$ cat config.mk
export PLATFORM = sky130hd
export DESIGN_NAME = sonar_echo_range_debounce_flat
export DESIGN_NICKNAME = d
export VERILOG_FILES = /design/src/hdl/sere_pkg.sv /design/src/hdl/sere_if.sv /design/src/hdl/sere_pulse.sv /design/src/hdl/sere_scale.sv /design/src/hdl/sere_count.sv /design/src/hdl/sonar_echo_range_debounce.sv /design/src/flat_wrapper.sv
export SDC_FILE = /design/constraint.sdc
export NUM_CORES = 1
export LEC_CHECK = 0
export ABC_AREA = 1
export BUFFER_PORTS_ARGS = -buffer_cell sky130_fd_sc_hd__buf_4
export CAP_MARGIN = 20
export CORE_ASPECT_RATIO = 1.5
export CORE_MARGIN = 5
export CORE_UTILIZATION = 57
export CTS_CLUSTER_SIZE = 24
export DETAILED_ROUTE_END_ITERATION = 8
export PLACE_DENSITY = 0.84
export SLEW_MARGIN = 20
export SYNTH_ARGS = -nofsm -noshare
export SYNTH_HDL_FRONTEND = slang
export SYNTH_SLANG_ARGS = --single-unit
$ cat constraint.sdc
create_clock -name clk -period 9.98 [get_ports clk]
set_input_delay 0.499 -clock clk [delete_from_list [all_inputs] [get_ports clk]]
set_output_delay 0.499 -clock clk [all_outputs]
set_load 0.02 [all_outputs]
$ cat src/hdl/sere_pkg.sv
`timescale 1ns / 1ps

package sere_pkg;

	localparam int PORT_W     = 8;
	localparam int TIME_W     = 32;
	localparam int PULSE_W    = 16;
	localparam int DIST_W     = 14;
	localparam int COUNT_W    = 8;
	localparam int ECHO_SEL_W = 3;

	localparam int CFG_IDX_W  = 3;
	localparam int CFG_DATA_W = 16;

	// distance = floor(width * 343 / 2000) taken as floor(width * SCALE_MULT / 2^SCALE_SHIFT).
	// The rounding error stays below 1/2000 for every 16-bit width, so the quotient is exact.
	localparam int SCALE_SHIFT  = 27;
	localparam int SCALE_MULT_W = 25;
	localparam logic [SCALE_MULT_W-1:0] SCALE_MULT = 25'd23018341;
	localparam int PROD_W = PULSE_W + SCALE_MULT_W;

	typedef enum logic [CFG_IDX_W-1:0] {
		REG_ECHO_BIT       = 3'd0,
		REG_MIN_PULSE      = 3'd1,
		REG_MAX_PULSE      = 3'd2,
		REG_DETECT         = 3'd3,
		REG_DEBOUNCE_LIMIT = 3'd4
	} cfg_reg_t;

	typedef struct packed {
		logic [ECHO_SEL_W-1:0] echo_bit;
		logic [PULSE_W-1:0]    min_pulse_us;
		logic [PULSE_W-1:0]    max_pulse_us;
		logic [DIST_W-1:0]     detect_mm;
		logic [COUNT_W-1:0]    debounce_limit;
	} cfg_t;

	localparam cfg_t CFG_RESET = '{
		echo_bit:       3'd0,
		min_pulse_us:   16'd150,
		max_pulse_us:   16'd30000,
		detect_mm:      14'd500,
		debounce_limit: 8'd3
	};

	typedef struct packed {
		logic               meas;
		logic [PULSE_W-1:0] width;
	} pulse_t;

	typedef struct packed {
		logic              meas;
		logic [DIST_W-1:0] dist_mm;
	} range_t;

endpackage

$ cat src/hdl/sere_if.sv
`timescale 1ns / 1ps

interface sere_in_if;
	import sere_pkg::*;

	logic              valid;
	logic              ready;
	logic [PORT_W-1:0] port_sample;
	logic [TIME_W-1:0] now_us;

	modport source(output valid, port_sample, now_us, input ready);
	modport sink(input valid, port_sample, now_us, output ready);
endinterface

interface sere_out_if;
	import sere_pkg::*;

	logic               valid;
	logic               ready;
	logic [DIST_W-1:0]  distance_mm;
	logic               measured;
	logic [COUNT_W-1:0] confirm_count;
	logic               object_confirmed;

	modport source(output valid, distance_mm, measured, confirm_count, object_confirmed,
		input ready);
	modport sink(input valid, distance_mm, measured, confirm_count, object_confirmed,
		output ready);
endinterface

$ cat src/hdl/sere_pulse.sv
`timescale 1ns / 1ps

module sere_pulse (
	input  logic                    clk,
	input  logic                    arst_n,
	input  sere_pkg::cfg_t          cfg,
	input  logic                    in_valid,
	output logic                    in_ready,
	input  logic [sere_pkg::PORT_W-1:0] port_sample,
	input  logic [sere_pkg::TIME_W-1:0] now_us,
	output logic                    valid_s1,
	input  logic                    ready_next,
	output sere_pkg::pulse_t        pulse_s1
);
	import sere_pkg::*;

	logic              echo_prev_q;
	logic [TIME_W-1:0] start_q;
	logic              echo;
	logic              accept;
	logic [TIME_W-1:0] width;
	logic              in_limits;

	assign in_ready = !valid_s1 || ready_next;
	assign accept   = in_valid && in_ready;
	assign echo     = port_sample[cfg.echo_bit];

	// Modular subtraction copes with the timestamp wrapping mid-pulse.
	assign width     = now_us - start_q;
	assign in_limits = (width >= {{(TIME_W-PULSE_W){1'b0}}, cfg.min_pulse_us}) &&
		(width <= {{(TIME_W-PULSE_W){1'b0}}, cfg.max_pulse_us});

	always_ff @(posedge clk or negedge arst_n) begin
		if (!arst_n) begin
			echo_prev_q <= 1'b0;
			start_q     <= '0;
			valid_s1    <= 1'b0;
		end else begin
			if (in_ready)
				valid_s1 <= in_valid;
			if (accept) begin
				echo_prev_q <= echo;
				if (echo && !echo_prev_q)
					start_q <= now_us;
			end
		end
	end

	always_ff @(posedge clk) begin
		if (accept) begin
			pulse_s1.meas  <= !echo && echo_prev_q && in_limits;
			pulse_s1.width <= width[PULSE_W-1:0];
		end
	end

endmodule

$ cat src/hdl/sere_scale.sv
`timescale 1ns / 1ps

module sere_scale (
	input  logic             clk,
	input  logic             arst_n,
	input  logic             valid_s1,
	output logic             ready_s1,
	input  sere_pkg::pulse_t pulse_s1,
	output logic             valid_s2,
	input  logic             ready_next,
	output sere_pkg::range_t range_s2
);
	import sere_pkg::*;

	logic [PROD_W-1:0] prod;

	assign ready_s1 = !valid_s2 || ready_next;
	assign prod = PROD_W'(pulse_s1.width) * PROD_W'(SCALE_MULT);

	always_ff @(posedge clk or negedge arst_n) begin
		if (!arst_n) begin
			valid_s2 <= 1'b0;
		end else if (ready_s1) begin
			valid_s2 <= valid_s1;
		end
	end

	always_ff @(posedge clk) begin
		if (valid_s1 && ready_s1) begin
			range_s2.meas    <= pulse_s1.meas;
			range_s2.dist_mm <= prod[SCALE_SHIFT +: DIST_W];
		end
	end

endmodule

$ cat src/hdl/sere_count.sv
`timescale 1ns / 1ps

module sere_count (
	input  logic                         clk,
	input  logic                         arst_n,
	input  sere_pkg::cfg_t               cfg,
	input  logic                         valid_s2,
	output logic                         ready_s2,
	input  sere_pkg::range_t             range_s2,
	output logic                         out_valid,
	input  logic                         out_ready,
	output logic [sere_pkg::DIST_W-1:0]  distance_mm,
	output logic                         measured,
	output logic [sere_pkg::COUNT_W-1:0] confirm_count,
	output logic                         object_confirmed
);
	import sere_pkg::*;

	logic [DIST_W-1:0]  last_q;
	logic [COUNT_W-1:0] count_q;
	logic [COUNT_W-1:0] count_d;
	logic               advance;

	assign ready_s2 = !out_valid || out_ready;
	assign advance  = valid_s2 && ready_s2;

	// The stored distance and count only move when a beat enters the result register,
	// so while a result waits they still show exactly what it reported.
	assign distance_mm   = last_q;
	assign confirm_count = count_q;

	always_comb begin
		count_d = count_q;
		if (range_s2.meas) begin
			if (range_s2.dist_mm < cfg.detect_mm) begin
				if (count_q < cfg.debounce_limit)
					count_d = count_q + COUNT_W'(1);
			end else begin
				count_d = '0;
			end
		end
	end

	always_ff @(posedge clk or negedge arst_n) begin
		if (!arst_n) begin
			out_valid <= 1'b0;
			last_q    <= '0;
			count_q   <= '0;
		end else begin
			if (ready_s2)
				out_valid <= valid_s2;
			if (advance) begin
				count_q <= count_d;
				if (range_s2.meas)
					last_q <= range_s2.dist_mm;
			end
		end
	end

	always_ff @(posedge clk) begin
		if (advance) begin
			measured         <= range_s2.meas;
			object_confirmed <= (count_d >= cfg.debounce_limit);
		end
	end

endmodule

$ cat src/hdl/sonar_echo_range_debounce.sv
`timescale 1ns / 1ps
// Echo pulse ranging with a near-object confirm counter.
// Pipeline: three register stages (pulse, scale, count); a sample beat's result moves through
// each in turn, and back-pressure from the results port can hold it in any stage.
// Throughput: one sample per cycle unless results stall; each of the three stages holds one
// beat and the single 16 x 25 bit constant multiply in the middle stage sets the clock period.
// Reset (asynchronous, active low) restores the register defaults and clears echo state.
module sonar_echo_range_debounce (
	input  logic                            clk,
	input  logic                            arst_n,
	sere_in_if.sink                         samples,
	sere_out_if.source                      results,
	input  logic                            cfg_we,
	input  logic [sere_pkg::CFG_IDX_W-1:0]  cfg_index,
	input  logic [sere_pkg::CFG_DATA_W-1:0] cfg_wdata
);
	import sere_pkg::*;

	cfg_t   cfg_q;
	logic   valid_s1;
	logic   ready_s1;
	pulse_t pulse_s1;
	logic   valid_s2;
	logic   ready_s2;
	range_t range_s2;

	always_ff @(posedge clk or negedge arst_n) begin
		if (!arst_n) begin
			cfg_q <= CFG_RESET;
		end else if (cfg_we) begin
			unique case (cfg_index)
				REG_ECHO_BIT:       cfg_q.echo_bit       <= cfg_wdata[ECHO_SEL_W-1:0];
				REG_MIN_PULSE:      cfg_q.min_pulse_us   <= cfg_wdata[PULSE_W-1:0];
				REG_MAX_PULSE:      cfg_q.max_pulse_us   <= cfg_wdata[PULSE_W-1:0];
				REG_DETECT:         cfg_q.detect_mm      <= cfg_wdata[DIST_W-1:0];
				REG_DEBOUNCE_LIMIT: cfg_q.debounce_limit <= cfg_wdata[COUNT_W-1:0];
				default: ;
			endcase
		end
	end

	sere_pulse u_pulse (
		.clk         (clk),
		.arst_n      (arst_n),
		.cfg         (cfg_q),
		.in_valid    (samples.valid),
		.in_ready    (samples.ready),
		.port_sample (samples.port_sample),
		.now_us      (samples.now_us),
		.valid_s1    (valid_s1),
		.ready_next  (ready_s1),
		.pulse_s1    (pulse_s1)
	);

	sere_scale u_scale (
		.clk        (clk),
		.arst_n     (arst_n),
		.valid_s1   (valid_s1),
		.ready_s1   (ready_s1),
		.pulse_s1   (pulse_s1),
		.valid_s2   (valid_s2),
		.ready_next (ready_s2),
		.range_s2   (range_s2)
	);

	sere_count u_count (
		.clk              (clk),
		.arst_n           (arst_n),
		.cfg              (cfg_q),
		.valid_s2         (valid_s2),
		.ready_s2         (ready_s2),
		.range_s2         (range_s2),
		.out_valid        (results.valid),
		.out_ready        (results.ready),
		.distance_mm      (results.distance_mm),
		.measured         (results.measured),
		.confirm_count    (results.confirm_count),
		.object_confirmed (results.object_confirmed)
	);

	// The confirm count either clears or steps up by one.
	a_count_step: assert property (@(posedge clk) disable iff (!arst_n)
		(results.confirm_count != $past(results.confirm_count)) |->
		((results.confirm_count == '0) ||
		(results.confirm_count == $past(results.confirm_count) + COUNT_W'(1))))
		else $error("confirm count moved by more than one step");

	// The stored distance changes only when a measured beat entered the result register.
	a_dist_update: assert property (@(posedge clk) disable iff (!arst_n)
		(results.distance_mm != $past(results.distance_mm)) |->
		$past(valid_s2 && ready_s2 && range_s2.meas))
		else $error("distance changed without a measured beat");

	// A measured result always carries a distance within the sensor range.
	a_dist_range: assert property (@(posedge clk) disable iff (!arst_n)
		(results.valid && results.measured) |-> (results.distance_mm <= DIST_W'(11240)))
		else $error("measured distance out of range");

endmodule
$ cat src/flat_wrapper.sv
// flat-port wrapper written by rule: the top's interface ports become plain ports
module sonar_echo_range_debounce_flat import sere_pkg::*;
  (clk, arst_n, cfg_we, cfg_index, cfg_wdata, samples_valid, samples_port_sample, samples_now_us, samples_ready, results_valid, results_distance_mm, results_measured, results_confirm_count, results_object_confirmed, results_ready);
  sere_in_if samples_i ();
  sere_out_if results_i ();
  input  logic clk;
  input  logic arst_n;
  input  logic cfg_we;
  input  logic [sere_pkg::CFG_IDX_W-1:0] cfg_index;
  input  logic [sere_pkg::CFG_DATA_W-1:0] cfg_wdata;
  input wire logic [$bits(samples_i.valid)-1:0] samples_valid;
  input wire logic [$bits(samples_i.port_sample)-1:0] samples_port_sample;
  input wire logic [$bits(samples_i.now_us)-1:0] samples_now_us;
  output wire logic [$bits(samples_i.ready)-1:0] samples_ready;
  output wire logic [$bits(results_i.valid)-1:0] results_valid;
  output wire logic [$bits(results_i.distance_mm)-1:0] results_distance_mm;
  output wire logic [$bits(results_i.measured)-1:0] results_measured;
  output wire logic [$bits(results_i.confirm_count)-1:0] results_confirm_count;
  output wire logic [$bits(results_i.object_confirmed)-1:0] results_object_confirmed;
  input wire logic [$bits(results_i.ready)-1:0] results_ready;
  assign samples_i.valid = samples_valid;
  assign samples_i.port_sample = samples_port_sample;
  assign samples_i.now_us = samples_now_us;
  assign samples_ready = samples_i.ready;
  assign results_valid = results_i.valid;
  assign results_distance_mm = results_i.distance_mm;
  assign results_measured = results_i.measured;
  assign results_confirm_count = results_i.confirm_count;
  assign results_object_confirmed = results_i.object_confirmed;
  assign results_i.ready = results_ready;
  sonar_echo_range_debounce u_core (.clk(clk), .arst_n(arst_n), .samples(samples_i), .results(results_i), .cfg_we(cfg_we), .cfg_index(cfg_index), .cfg_wdata(cfg_wdata));
endmodule
After elaboration in Yosys (flattened, before gate mapping)
Index checks and enable logic that the tools add are counted.

Register bits after elaboration: 149. Output and inout bits: 26. Input port bits: 64.

Eq/ne operators: 4. Order comparisons: 6. Add/subtract/negate cells: 2. Reductions and logical operators: 23. Mux-type cells: 5. Multiply operators: 1.

Operator list (number): $mul 16x25->41 const B (1); $ge 32x16->1 (1); $le 32x16->1 (1); $sub 32x32->32 (1); $mux 8 (3); $lt 14x14->1 (1); $reduce_and 2->1 (7); $add 8x1->8 const B (1); $ge 8x8->1 (1); $lt 8x8->1 (1); $logic_and 1x1->1 (7); $eq 3x2->1 const B (2); $logic_not 1->1 (5); $lt 3x4->1 const B (1); $bmux 1 s3 (1); $eq 3x1->1 const B (1); $eq 3x3->1 const B (1); $logic_not 3->1 (1); $logic_or 1x1->1 (3); $mux 1 (1).

Logic depth before layout (Yosys ltp)
Gate-level depths: netlist of the first run.

Depth after elaboration: 6. Mapped depth: 24.

Modules after synthesis
Synthesis of the first run repeated with hierarchy kept, for this count alone.

Cells, all modules: 2286. Area total of the unflattened synthesis: 17717.0 um^2.

By module, submodules not included: sere_scale (area an instance 8333.0 um^2, cells an instance 1017, times used 1, sequential area each 475.5 um^2); sere_pulse (area an instance 5022.3 um^2, cells an instance 763, times used 1, sequential area each 1361.3 um^2); sonar_echo_range_debounce (area an instance 2349.8 um^2, cells an instance 258, times used 1, sequential area each 1450.1 um^2); sere_count (area an instance 2011.9 um^2, cells an instance 248, times used 1, sequential area each 635.6 um^2).

Worst setup path after synthesis of the first run
Ideal clock, no wire load.

Path type: register -> register. Start: register, netlist name u_core.u_pulse.pulse_s1[5]. End: register, netlist name u_core.u_scale.range_s2[12]. Slack: 4.726 ns. Stages on the path, launching flop included: 21. Data arrival time: 4.996 ns. Cell sequence: edfxtp_1 > fa_1 > inv_1 > fa_1 > inv_1 > fa_1 > fa_1 > fa_1 > inv_1 > fa_1 > inv_1 > ha_1 > a21oi_1 > o21ai_0 > a21oi_1 > nor2_1 > nor2_1 > nand2_1 > nand2_1 > nand2_1 > xor2_1.

Cells in the longest elaborated chain, start to end: 1.

RTL lines: $mul 16x25->41 (line sere_scale.sv:18) `assign prod = PROD_W'(pulse_s1.width) * PROD_W'(SCALE_MULT);`; via u_core.u_scale.prod[39] (line sere_scale.sv:15) `logic [PROD_W-1:0] prod;`.

The timed path passes the listed nets, and every way through them passes these cells. A chain may end at the register's enable or synchronous reset.

Worst setup path in the final report of the first run
Start: register, netlist name u_core.u_pulse.pulse_s1[5]. End: register, netlist name u_core.u_scale.range_s2[12].

Cells in the longest elaborated chain, start to end: 1.

RTL lines (line): $mul 16x25->41 (sere_scale.sv:18); via u_core.u_scale.prod[39] (sere_scale.sv:15).

The timed path passes the listed nets, and every way through them passes these cells.

==> impl_metrics.tcl, run 1 <==
set metrics [dict create \
    core_area_mm2 0.0295 \
    clk_latency_ns 0.45 \
    grt.total_usage_pct 27.5 \
    port_buffers 89 \
    hold_path_class "in -> async" \
    yosysWarnings 0 \
    start_kind "flip-flop" \
    max_slew.worst_pin.slew_ns 0.882 \
    clkSinkCount 149 \
    timing.fmax_mhz 175 \
    final-max-slew-violation-count 0 \
    grt_overflow 0 \
    register_area_mm2 0.00392 \
    numCtsBuffers 17 \
    drv_cap 0 \
    dieArea_mm2 0.0334 \
    yosys-top-cells-area "fa_1, ha_1, dfrtp_1, inv_1, nand2_1" \
    arrival_ns 5.91 \
    vias 13800 \
    outcome "finished, final reports clean" \
    clk_pin_slew_ns 0.08 \
    area_growth_pct 10.0 \
    viasPerCell 5.29 \
    synth_area_mm2 0.0170 \
    ys_types 44 \
    grt_start_max_net_pins 67 \
    num-nets-final 2673 \
    cp-end-kind "flip-flop" \
    worstPathRequired_ns 10.19 \
    rows 77 \
    timing.setup.tns_ns 0 \
    layout-drive-gt1-share_pct 8.36 \
    hold_violations 0 \
    path_max_fanout 8 \
    globalplace.congestion 0.996 \
    cts-root-buf "clkbuf_16" \
    rr_worst_depth 20 \
    cts_tree "yes" \
    synth_top_area_share_pct 18.4 \
    synth_nets 2579 \
    hpwl_um 38600 \
    wl_per_cell_um 17.1 \
    synthFlopType "dfrtp_1" \
    ctsResizeCount 0 \
    hold_buffers 0 \
    routed_wl_um 44800 \
    post_cts_buffers 0 \
    drt_first_pass_iters 5 \
    synthArstFlopShare_pct 77.2 \
    drc 0 \
    slew-limit-headroom_pct 41.0 \
    start_util_pct 57.5 \
    h-tree-depth 4 \
    whs_ns 0.0695 \
    clock_skew_ns 0.0198 \
    die_w_um 151 \
    synth-edff-count 34 \
    synth_cells 2117 \
    min_period_ns 5.71 \
    dieHeight_um 221 \
    rsz0062_at_grt "false" \
    synth_seq_cells 149 \
    antenna_found_initial 0 \
    drt_iter0_markers 726 \
    ios 90 \
    n_antenna_cell 0 \
    setup_violations 0 \
    grt_pass1_wl_um 71600 \
    multi_input_area_mm2 0.0110 \
    synth_top_cell_by_area "fa_1" \
    ys_seq_area_share_pct 23.1 \
    grt_pass1_vias 14300 \
    worstSetupPathType "reg -> reg" \
    syn_area_per_cell_um2 8.01 \
    postRouteAntennaNets 0 \
    num-fill-cells 2590 \
    cts_buffer_depth 2 \
    min_period_over_period_pct 57.2 \
]
registers in the layout, summed over array words and instances (netlist names):
signal / count
u_core.u_scale.range_s2: 15
u_core.u_pulse.pulse_s1: 17
u_core.u_count.measured: 1
u_core.u_count.confirm_count: 8
u_core.u_count.object_confirmed: 1
u_core.cfg_q: 57
u_core.u_count.out_valid: 1
u_core.u_pulse.valid_s1: 1
u_core.u_pulse.start_q: 32
u_core.u_scale.valid_s2: 1
u_core.u_pulse.echo_prev_q: 1
u_core.u_count.distance_mm: 14
layout by cell type, fill, tap and decap left out, drive strengths merged, types with 9 or more instances in the layout:
cell / instances
o21ai: 97
dfstp: 19
inv: 534
fa: 156
dfrtp: 96
a21oi: 117
mux2: 14
xor2: 30
o21bai: 13
nand4: 23
nand3b: 10
edfxtp: 34
nor3: 14
clkbuf: 19
buf: 93
nand2: 458
nand3: 56
a21o: 9
nor2: 150
ha: 242
worst max-delay path, stage by stage (launching register included):
cell and delay (ns):
edfxtp_1 0.54, fa_1 0.61, inv_1 0.12, fa_1 0.58, inv_1 0.06, fa_1 0.52
fa_1 0.44, fa_1 0.54, inv_1 0.05, fa_1 0.53, inv_1 0.04, ha_1 0.33
a21oi_1 0.25, o21ai_0 0.15, a21oi_1 0.15, nor2_1 0.06, nor2_1 0.08, nand2_1 0.11
nand2_1 0.08, nand2_1 0.06, xor2_1 0.15
area by class of cell:
| type | count | share of cell area [%] |
|---|---|---|
| Clock buffer | 19 | 2.37 |
| Clock inverter | 13 | 0.738 |
| Inverter | 526 | 10.6 |
| Multi-Input combinational cell | 1424 | 58.9 |
| Sequential cell | 149 | 21.0 |
| Tap cell | 395 | 2.65 |
| Timing Repair Buffer | 93 | 3.78 |
cell families after synthesis:
logic type      synth area share, %
xor+xnor                       1.76
flops                          23.1
mux                           0.929
buf+inv                        12.1
fa+ha+maj                      36.3
simple gates                   17.6
compound gates                 8.18
cell usage after synthesis, types with 4 or more instances:
cell type	n
inv_1	524
nand2_1	448
ha_1	242
fa_1	156
nor2_1	143
a21oi_1	117
dfrtp_1	96
o21ai_0	96
nand3_1	55
edfxtp_1	34
xor2_1	30
nand4_1	22
dfstp_2	19
mux2_2	14
o21bai_1	13
nor3_1	12
clkbuf_1	11
nand2_2	10
nand3b_1	10
a21o_1	9
nor2_2	7
o21a_1	6
buf_2	5
a211oi_1	4
or2_2	4
xnor2_1	4
routing by layer:
| metal | global-route usage [%] | part of all wire, % |
|---|---|---|
| met1 | 29.7 | 36 |
| met2 | 50.8 | 54 |
| met3 | 2.76 | 3.0 |
| met4 | 16.5 | 6.7 |
| met5 | 0 | 0 |
path summary, 6_finish.rpt:
path                                              from                         endpoint  slack (ns)
setup / recovery            u_core.u_pulse.pulse_s1[5]      u_core.u_scale.range_s2[12]        4.27
hold / removal                                  arst_n  u_core.u_count.confirm_count[7]        0.07
setup reg to reg            u_core.u_pulse.pulse_s1[5]      u_core.u_scale.range_s2[12]        4.27
hold reg to reg            u_core.u_pulse.pulse_s1[16]      u_core.u_scale.range_s2[14]        0.47
max in group asynchronous                       arst_n        u_core.u_pulse.start_q[1]        8.59
min in group clk                         samples_valid          u_core.u_pulse.valid_s1        0.27
stage by stage:
| stage | utilization [%] | cell area (um^2) | setup slack [ns] | std cells |
|---|---|---|---|---|
| 5_1_grt | 63.3 | 18700 | 3.95 | 2619 |
| 3_5_place_dp | 61.3 | 18100 | 4.27 | 2585 |
| 4_1_cts | 63.2 | 18600 | 4.29 | 2617 |
| 2_1_floorplan | - | 17000 | 4.73 | 2117 |
| 3_3_place_gp | 61.3 | 18100 | 4.37 | 2585 |
| 6_report | 63.3 | 18700 | 4.27 | 2619 |
Power of run 1 is left out: the tool's default activity adds up to more than one toggle a clock period on the data nets, which glitch-free logic cannot reach.
==> run 2, diff against run 1 <==
==> constraint.sdc (replaced) <==
create_clock -name clk -period 5.6 [get_ports clk]
set_input_delay 0.28 -clock clk [delete_from_list [all_inputs] [get_ports clk]]
set_output_delay 0.28 -clock clk [all_outputs]
set_load 0.02 [all_outputs]
==> impl_metrics.tcl, run 2 (same netlist as run 1, synthesis figures left out) <==
set metrics [dict create \
    grt_pass1_vias 14400 \
    ios 90 \
    min_period_over_period_pct 97.6 \
    worstSetupPathType "reg -> reg" \
    whs_ns 0.0470 \
    viasPerCell 5.30 \
    globalplace.congestion 1.02 \
    grt_overflow 0 \
    r2r-end "u_core.u_scale.range_s2[8]" \
    routed_wl_um 44700 \
    cts_buffer_depth 2 \
    num-fill-cells 2471 \
    top_regs "u_core.cfg_q: 57 flops, u_core.u_pulse.start_q: 32 flops, u_core.u_pulse.pulse_s1: 17 flops" \
    worstPathRequired_ns 5.80 \
    die_w_um 151 \
    clk_pin_slew_ns 0.07 \
    vias 14100 \
    clock_skew_ns 0.0169 \
    wl_per_cell_um 16.8 \
    final_common_cell "inv_1" \
    clk_latency_ns 0.45 \
    slew-limit-headroom_pct 41.4 \
    setup_violations 0 \
    max_slew.worst_pin.slew_ns 0.876 \
    grt_start_max_net_pins 60 \
    drt_first_pass_iters 5 \
    rows 77 \
    cp-end-kind "flip-flop" \
    reg2reg_slack_ns 0.14 \
    dieArea_mm2 0.0334 \
    dieHeight_um 221 \
    largest_reg_flops 57 \
    drc 0 \
    rr_startpoint "u_core.u_pulse.pulse_s1[3]" \
    timing.fmax_mhz 183 \
    hold_depth 3 \
    grt_pass1_wl_um 70700 \
    antenna_found_initial 0 \
    area_growth_pct 13.5 \
    clkSinkCount 149 \
    register_area_mm2 0.00392 \
    hold_path_end "u_core.u_pulse.valid_s1" \
    path_max_fanout 4 \
    multi_input_area_mm2 0.0112 \
    fin_util_pct 65.3 \
    outcome "finished, final reports clean" \
    n_antenna_cell 0 \
    final-max-slew-violation-count 0 \
    cts-root-buf "clkbuf_16" \
    hpwl_um 37700 \
    start_kind "flip-flop" \
    arrival_ns 5.67 \
    rr_worst_depth 18 \
    cts_tree "yes" \
    layout_common_cells "inv_1, nand2_1, ha_1, fa_1, nor2_1" \
    min_period_ns 5.46 \
    grt.total_usage_pct 27.0 \
    layout-drive-gt1-share_pct 11.8 \
    h-tree-depth 4 \
    num-nets-final 2715 \
    drv_cap 0 \
    hold_path_class "in -> reg" \
    worstHoldStart "samples_valid" \
    postRouteAntennaNets 0 \
    numCtsBuffers 17 \
    drt_iter0_markers 775 \
    start_util_pct 57.5 \
    port_buffers 89 \
    core_area_mm2 0.0295 \
    top_register "u_core.cfg_q" \
    hold_violations 0 \
]
-- run 2: changes by cell type in the layout (fill, tap and decap cells not counted), moves of 4 or more --
cell     change
ha_4        +12
ha_1        -15
fa_2         +4
buf_4       +41
a21oi_1      -8
a21oi_2      +8
fa_1         -4
inv_2        +4
inv_1        -4
-- run 2: worst max-delay path by stage --
stage                                 from                     endpoint  depth (start not counted)
6_report        u_core.u_pulse.pulse_s1[3]   u_core.u_scale.range_s2[8]                         18
5_1_grt        u_core.u_pulse.pulse_s1[14]   u_core.u_scale.range_s2[8]                         19
4_1_cts         u_core.u_pulse.pulse_s1[4]  u_core.u_scale.range_s2[12]                         20
3_5_place_dp    u_core.u_pulse.pulse_s1[5]  u_core.u_scale.range_s2[10]                         19
3_3_place_gp    u_core.u_pulse.pulse_s1[5]  u_core.u_scale.range_s2[10]                         19
2_1_floorplan   u_core.u_pulse.pulse_s1[5]  u_core.u_scale.range_s2[12]                         20
-- run 2: metrics by stage --
step           setup slack (ns)  setup TNS (ns)  cells  instance area [um^2]
6_report                  0.137               0   2661                 19200
3_3_place_gp              0.135               0   2600                 18200
4_1_cts                  0.0115               0   2634                 18800
3_5_place_dp            -0.0537          -0.120   2600                 18200
2_1_floorplan             0.346               0   2117                 17000
5_1_grt                 -0.0109         -0.0114   2661                 19200
-- run 2: repair_timing --
action	in CTS	in global routing
pin swaps	0	20
resized for setup	1	46
buffers inserted	1	25
hold endpoints to repair	42	0
cloned	0	0
setup endpoints to repair	4	14
hold buffers	1	0
-- run 2: layer usage --
layer / vias to the layer above / part of all wire (%) / GRT usage (%) / wire length, um
li1: 6833 / - / - / -
met1: 6666 / 35 / 28.9 / 15800
met2: 430 / 53 / 48.2 / 23500
met3: 175 / 3.8 / 3.38 / 1720
met4: 0 / 8.2 / 19.1 / 3660
met5: - / 0 / 0 / 0
-- run 2: cell type report --
cell class	count	area share [%]
tap	395	2.57
clock inverter	11	0.735
inverter	526	10.3
timing repair buffer	135	5.32
sequential	149	20.4
multi-input combinational	1424	58.4
clock buffer	21	2.39
-- run 2: critical path: stages (launching register included) --
cell and delay (ns):
edfxtp_1 0.44, buf_4 0.17, fa_2 0.52, ha_1 0.23, or2_2 0.30, fa_2 0.59
fa_1 0.45, fa_1 0.55, inv_1 0.06, fa_1 0.53, inv_1 0.05, ha_1 0.35
a21oi_2 0.20, o21ai_0 0.13, nand2_1 0.09, nand2_1 0.09, a211oi_1 0.23, nand2_1 0.10
xor2_1 0.14
Power of run 2 is left out for the same reason.
==> run 3, diff against run 2 <==
--- a/config.mk
+++ b/config.mk
@@ -17,4 +17,5 @@
 export SLEW_MARGIN = 20
 export SYNTH_ARGS = -nofsm -noshare
 export SYNTH_HDL_FRONTEND = slang
+export SYNTH_HIERARCHICAL = 1
 export SYNTH_SLANG_ARGS = --single-unit
==> impl_metrics.tcl, run 3 <==
set metrics [dict create \
    n_antenna_cell 0 \
    grt_pass1_wl_um 80100 \
    rsz0062_at_grt "true" \
    hold_path_class "in -> reg" \
    worstHoldStart "samples_valid" \
    slew-limit-headroom_pct 40.6 \
    muxShareOfSynthArea_pct 0.890 \
    numCtsBuffers 17 \
    die_w_um 154 \
    postRouteAntennaNets 0 \
    grt.total_usage_pct 29.5 \
    rr_worst_depth 21 \
    timing.setup.tns_ns 0 \
    synth_common_cells "nand2_1, inv_1, ha_1" \
    layout-drive-gt1-share_pct 13.5 \
    dp_cells 2803 \
    min_period_over_period_pct 97.3 \
    synth_seq_cells 149 \
    synthAdderAreaFrac_pct 34.7 \
    num-nets-final 2904 \
    max_slew.worst_pin.slew_ns 0.890 \
    hold_depth 3 \
    timing.fmax_mhz 183 \
    final_common_cell "nand2_1" \
    yosys-top-cells-area "fa_1, ha_1, dfrtp_1, nand2_1, inv_1" \
    start_util_pct 57.4 \
    use_met1_pct 28.7 \
    dieHeight_um 226 \
    clk_pin_slew_ns 0.07 \
    synth.most_common_cell "nand2_1" \
    globalplace.congestion 1.02 \
    drv_cap 0 \
    stdcell_area_mm2 0.0200 \
    largest_reg_flops 57 \
    routed_wl_um 50100 \
    yosysWarnings 6 \
    reg2reg_slack_ns 0.15 \
    port_buffers 89 \
    outcome "finished, final reports clean" \
    ys_types 50 \
    min_period_ns 5.45 \
    path_max_fanout 3 \
    synthFlopType "dfrtp_1" \
    h-tree-depth 4 \
    synth_top_cell_by_area "fa_1" \
    grt-busiest-layer "met2" \
    synth_simple_gate_area_share_pct 23.4 \
    viasPerCell 5.35 \
    setup_violations 0 \
    clock_skew_ns 0.0127 \
    arrival_ns 5.65 \
    cts_tree "yes" \
    clk_latency_ns 0.45 \
    vias 15300 \
    hold_path_end "u_core/u_pulse/valid_s1" \
    synth_top_family_by_area "adder cells" \
    r2r-end "u_core/u_scale/range_s2[3]" \
    critPathLaunch "u_core/u_pulse/pulse_s1[4]" \
    synth_compound_area_share_pct 5.66 \
    synth_top_area_share_pct 17.5 \
    worstPathRequired_ns 5.80 \
    met2_usage_pct 56.8 \
    ios 90 \
    worstSetupPathType "reg -> reg" \
    synth_nets 2749 \
    ys_seq_area_share_pct 22.1 \
    syn_area_per_cell_um2 7.75 \
    drt_first_pass_iters 5 \
    use_met3_pct 3.24 \
    synth-edff-count 34 \
    top_register "u_core/cfg_q" \
    layout_common_cells "nand2_1, inv_1, ha_1, nor2_1, buf_4" \
    synthArstFlopShare_pct 77.2 \
    antenna_found_initial 0 \
    rr_startpoint "u_core/u_pulse/pulse_s1[4]" \
    post_dp_cell_area_mm2 0.0191 \
    start_kind "flip-flop" \
    grt_pass1_vias 16200 \
    drt_iter0_markers 820 \
    cts_buffer_depth 2 \
    synth-xor-area-share_pct 1.09 \
    core_area_mm2 0.0308 \
    final-max-slew-violation-count 0 \
    fin_cells 2859 \
    top_regs "u_core/cfg_q: 57 flops, u_core/u_pulse/start_q: 32 flops, u_core/u_pulse/pulse_s1: 17 flops" \
    synth_area_mm2 0.0177 \
    hold_violations 0 \
    drc 0 \
    wl_per_cell_um 17.5 \
    area_growth_pct 13.0 \
    synth_cells 2286 \
    hpwl_um 42200 \
    grt_overflow 0 \
    clkSinkCount 149 \
    grt_start_max_net_pins 81 \
    cp-end-kind "flip-flop" \
    cts-root-buf "clkbuf_16" \
    dieArea_mm2 0.0348 \
    num-fill-cells 2720 \
    rows 79 \
]
run 3: cell types whose count changed after synthesis, sizes merged, moves of 6 or more:
cell / previous run / this run
buf: 7 / 19
o21ai: 97 / 41
clkbuf: 11 / 3
nand3: 56 / 122
and3: 1 / 7
nand2: 458 / 595
nor2: 150 / 194
xor2: 30 / 19
run 3: per-stage QoR:
stage | setup slack [ns] | hold slack [ns] | utilization, %
6_report | 0.150 | 0.0428 | 64.9
5_1_grt | -0.0356 | 0.0397 | 64.9
4_1_cts | 0.0514 | 0.0238 | 63.8
3_5_place_dp | -0.0272 | 0.265 | 61.8
3_3_place_gp | 0.00911 | 0.260 | 61.8
2_1_floorplan | 0.442 | -0.0156 | -
run 3: worst max-delay path by stage:
stage | to | slack, ns | cells past startpoint
after CTS | u_core/u_scale/range_s2[3] | 0.05 | 18
after floorplan | u_core/u_scale/range_s2[9] | 0.44 | 21
final | u_core/u_scale/range_s2[3] | 0.15 | 21
after global routing | u_core/u_scale/range_s2[3] | -0.04 | 21
after detailed placement | u_core/u_scale/range_s2[3] | -0.03 | 21
after global placement | u_core/u_scale/range_s2[3] | 0.009 | 21
run 3: final cells by class:
type	instances	area, um^2	share of cell area, %
Inverter	524	1970	9.83
Clock inverter	14	136	0.681
Sequential cell	149	3920	19.6
Multi-Input combinational cell	1591	11900	59.3
Tap cell	405	507	2.53
Clock buffer	18	429	2.14
Timing Repair Buffer	158	1190	5.96
run 3: worst max-delay path, stage by stage, from the launching register on:
cell and delay, ns:
edfxtp_1 0.46, fa_1 0.62, inv_2 0.08, fa_1 0.48, fa_1 0.52, inv_1 0.05, fa_1 0.56, inv_1 0.08
fa_1 0.51, fa_1 0.57, inv_1 0.05, ha_1 0.32, nand2_1 0.13, inv_1 0.07, nand2_1 0.06, nand2_1 0.08
a21oi_2 0.16, nor2_1 0.06, nor2_1 0.12, nand2_1 0.06, nand2_1 0.06, nand2_1 0.08
run 3: kinds of logic (layout without fill, tap and decap cells):
family                   after synthesis  after routing
AND/OR/NAND/NOR                      971            971
adder cells (fa/ha/maj)              399            399
XOR/XNOR                              22             22
flip-flops                           149            149
buffers and inverters                546            714
AO/OA/AOI/OAI                        185            185
multiplexers                          14             14
run 3: repair_timing:
action | 4_1_cts | 5_1_grt
resized for setup | 0 | 53
cloned | 0 | 0
setup buffers | 4 | 19
endpoints found under the hold margin | 35 | 0
hold buffers | 1 | 0
pin swaps | 0 | 12
setup endpoints to repair | 1 | 14
run 3: layer usage:
layer  vias up  share of wire [%]
met3       203                3.4
met5         -                  0
met1      7262                 34
met2       453                 54
met4         0                8.3
li1       7379                  -
Power of run 3 is left out for the same reason.
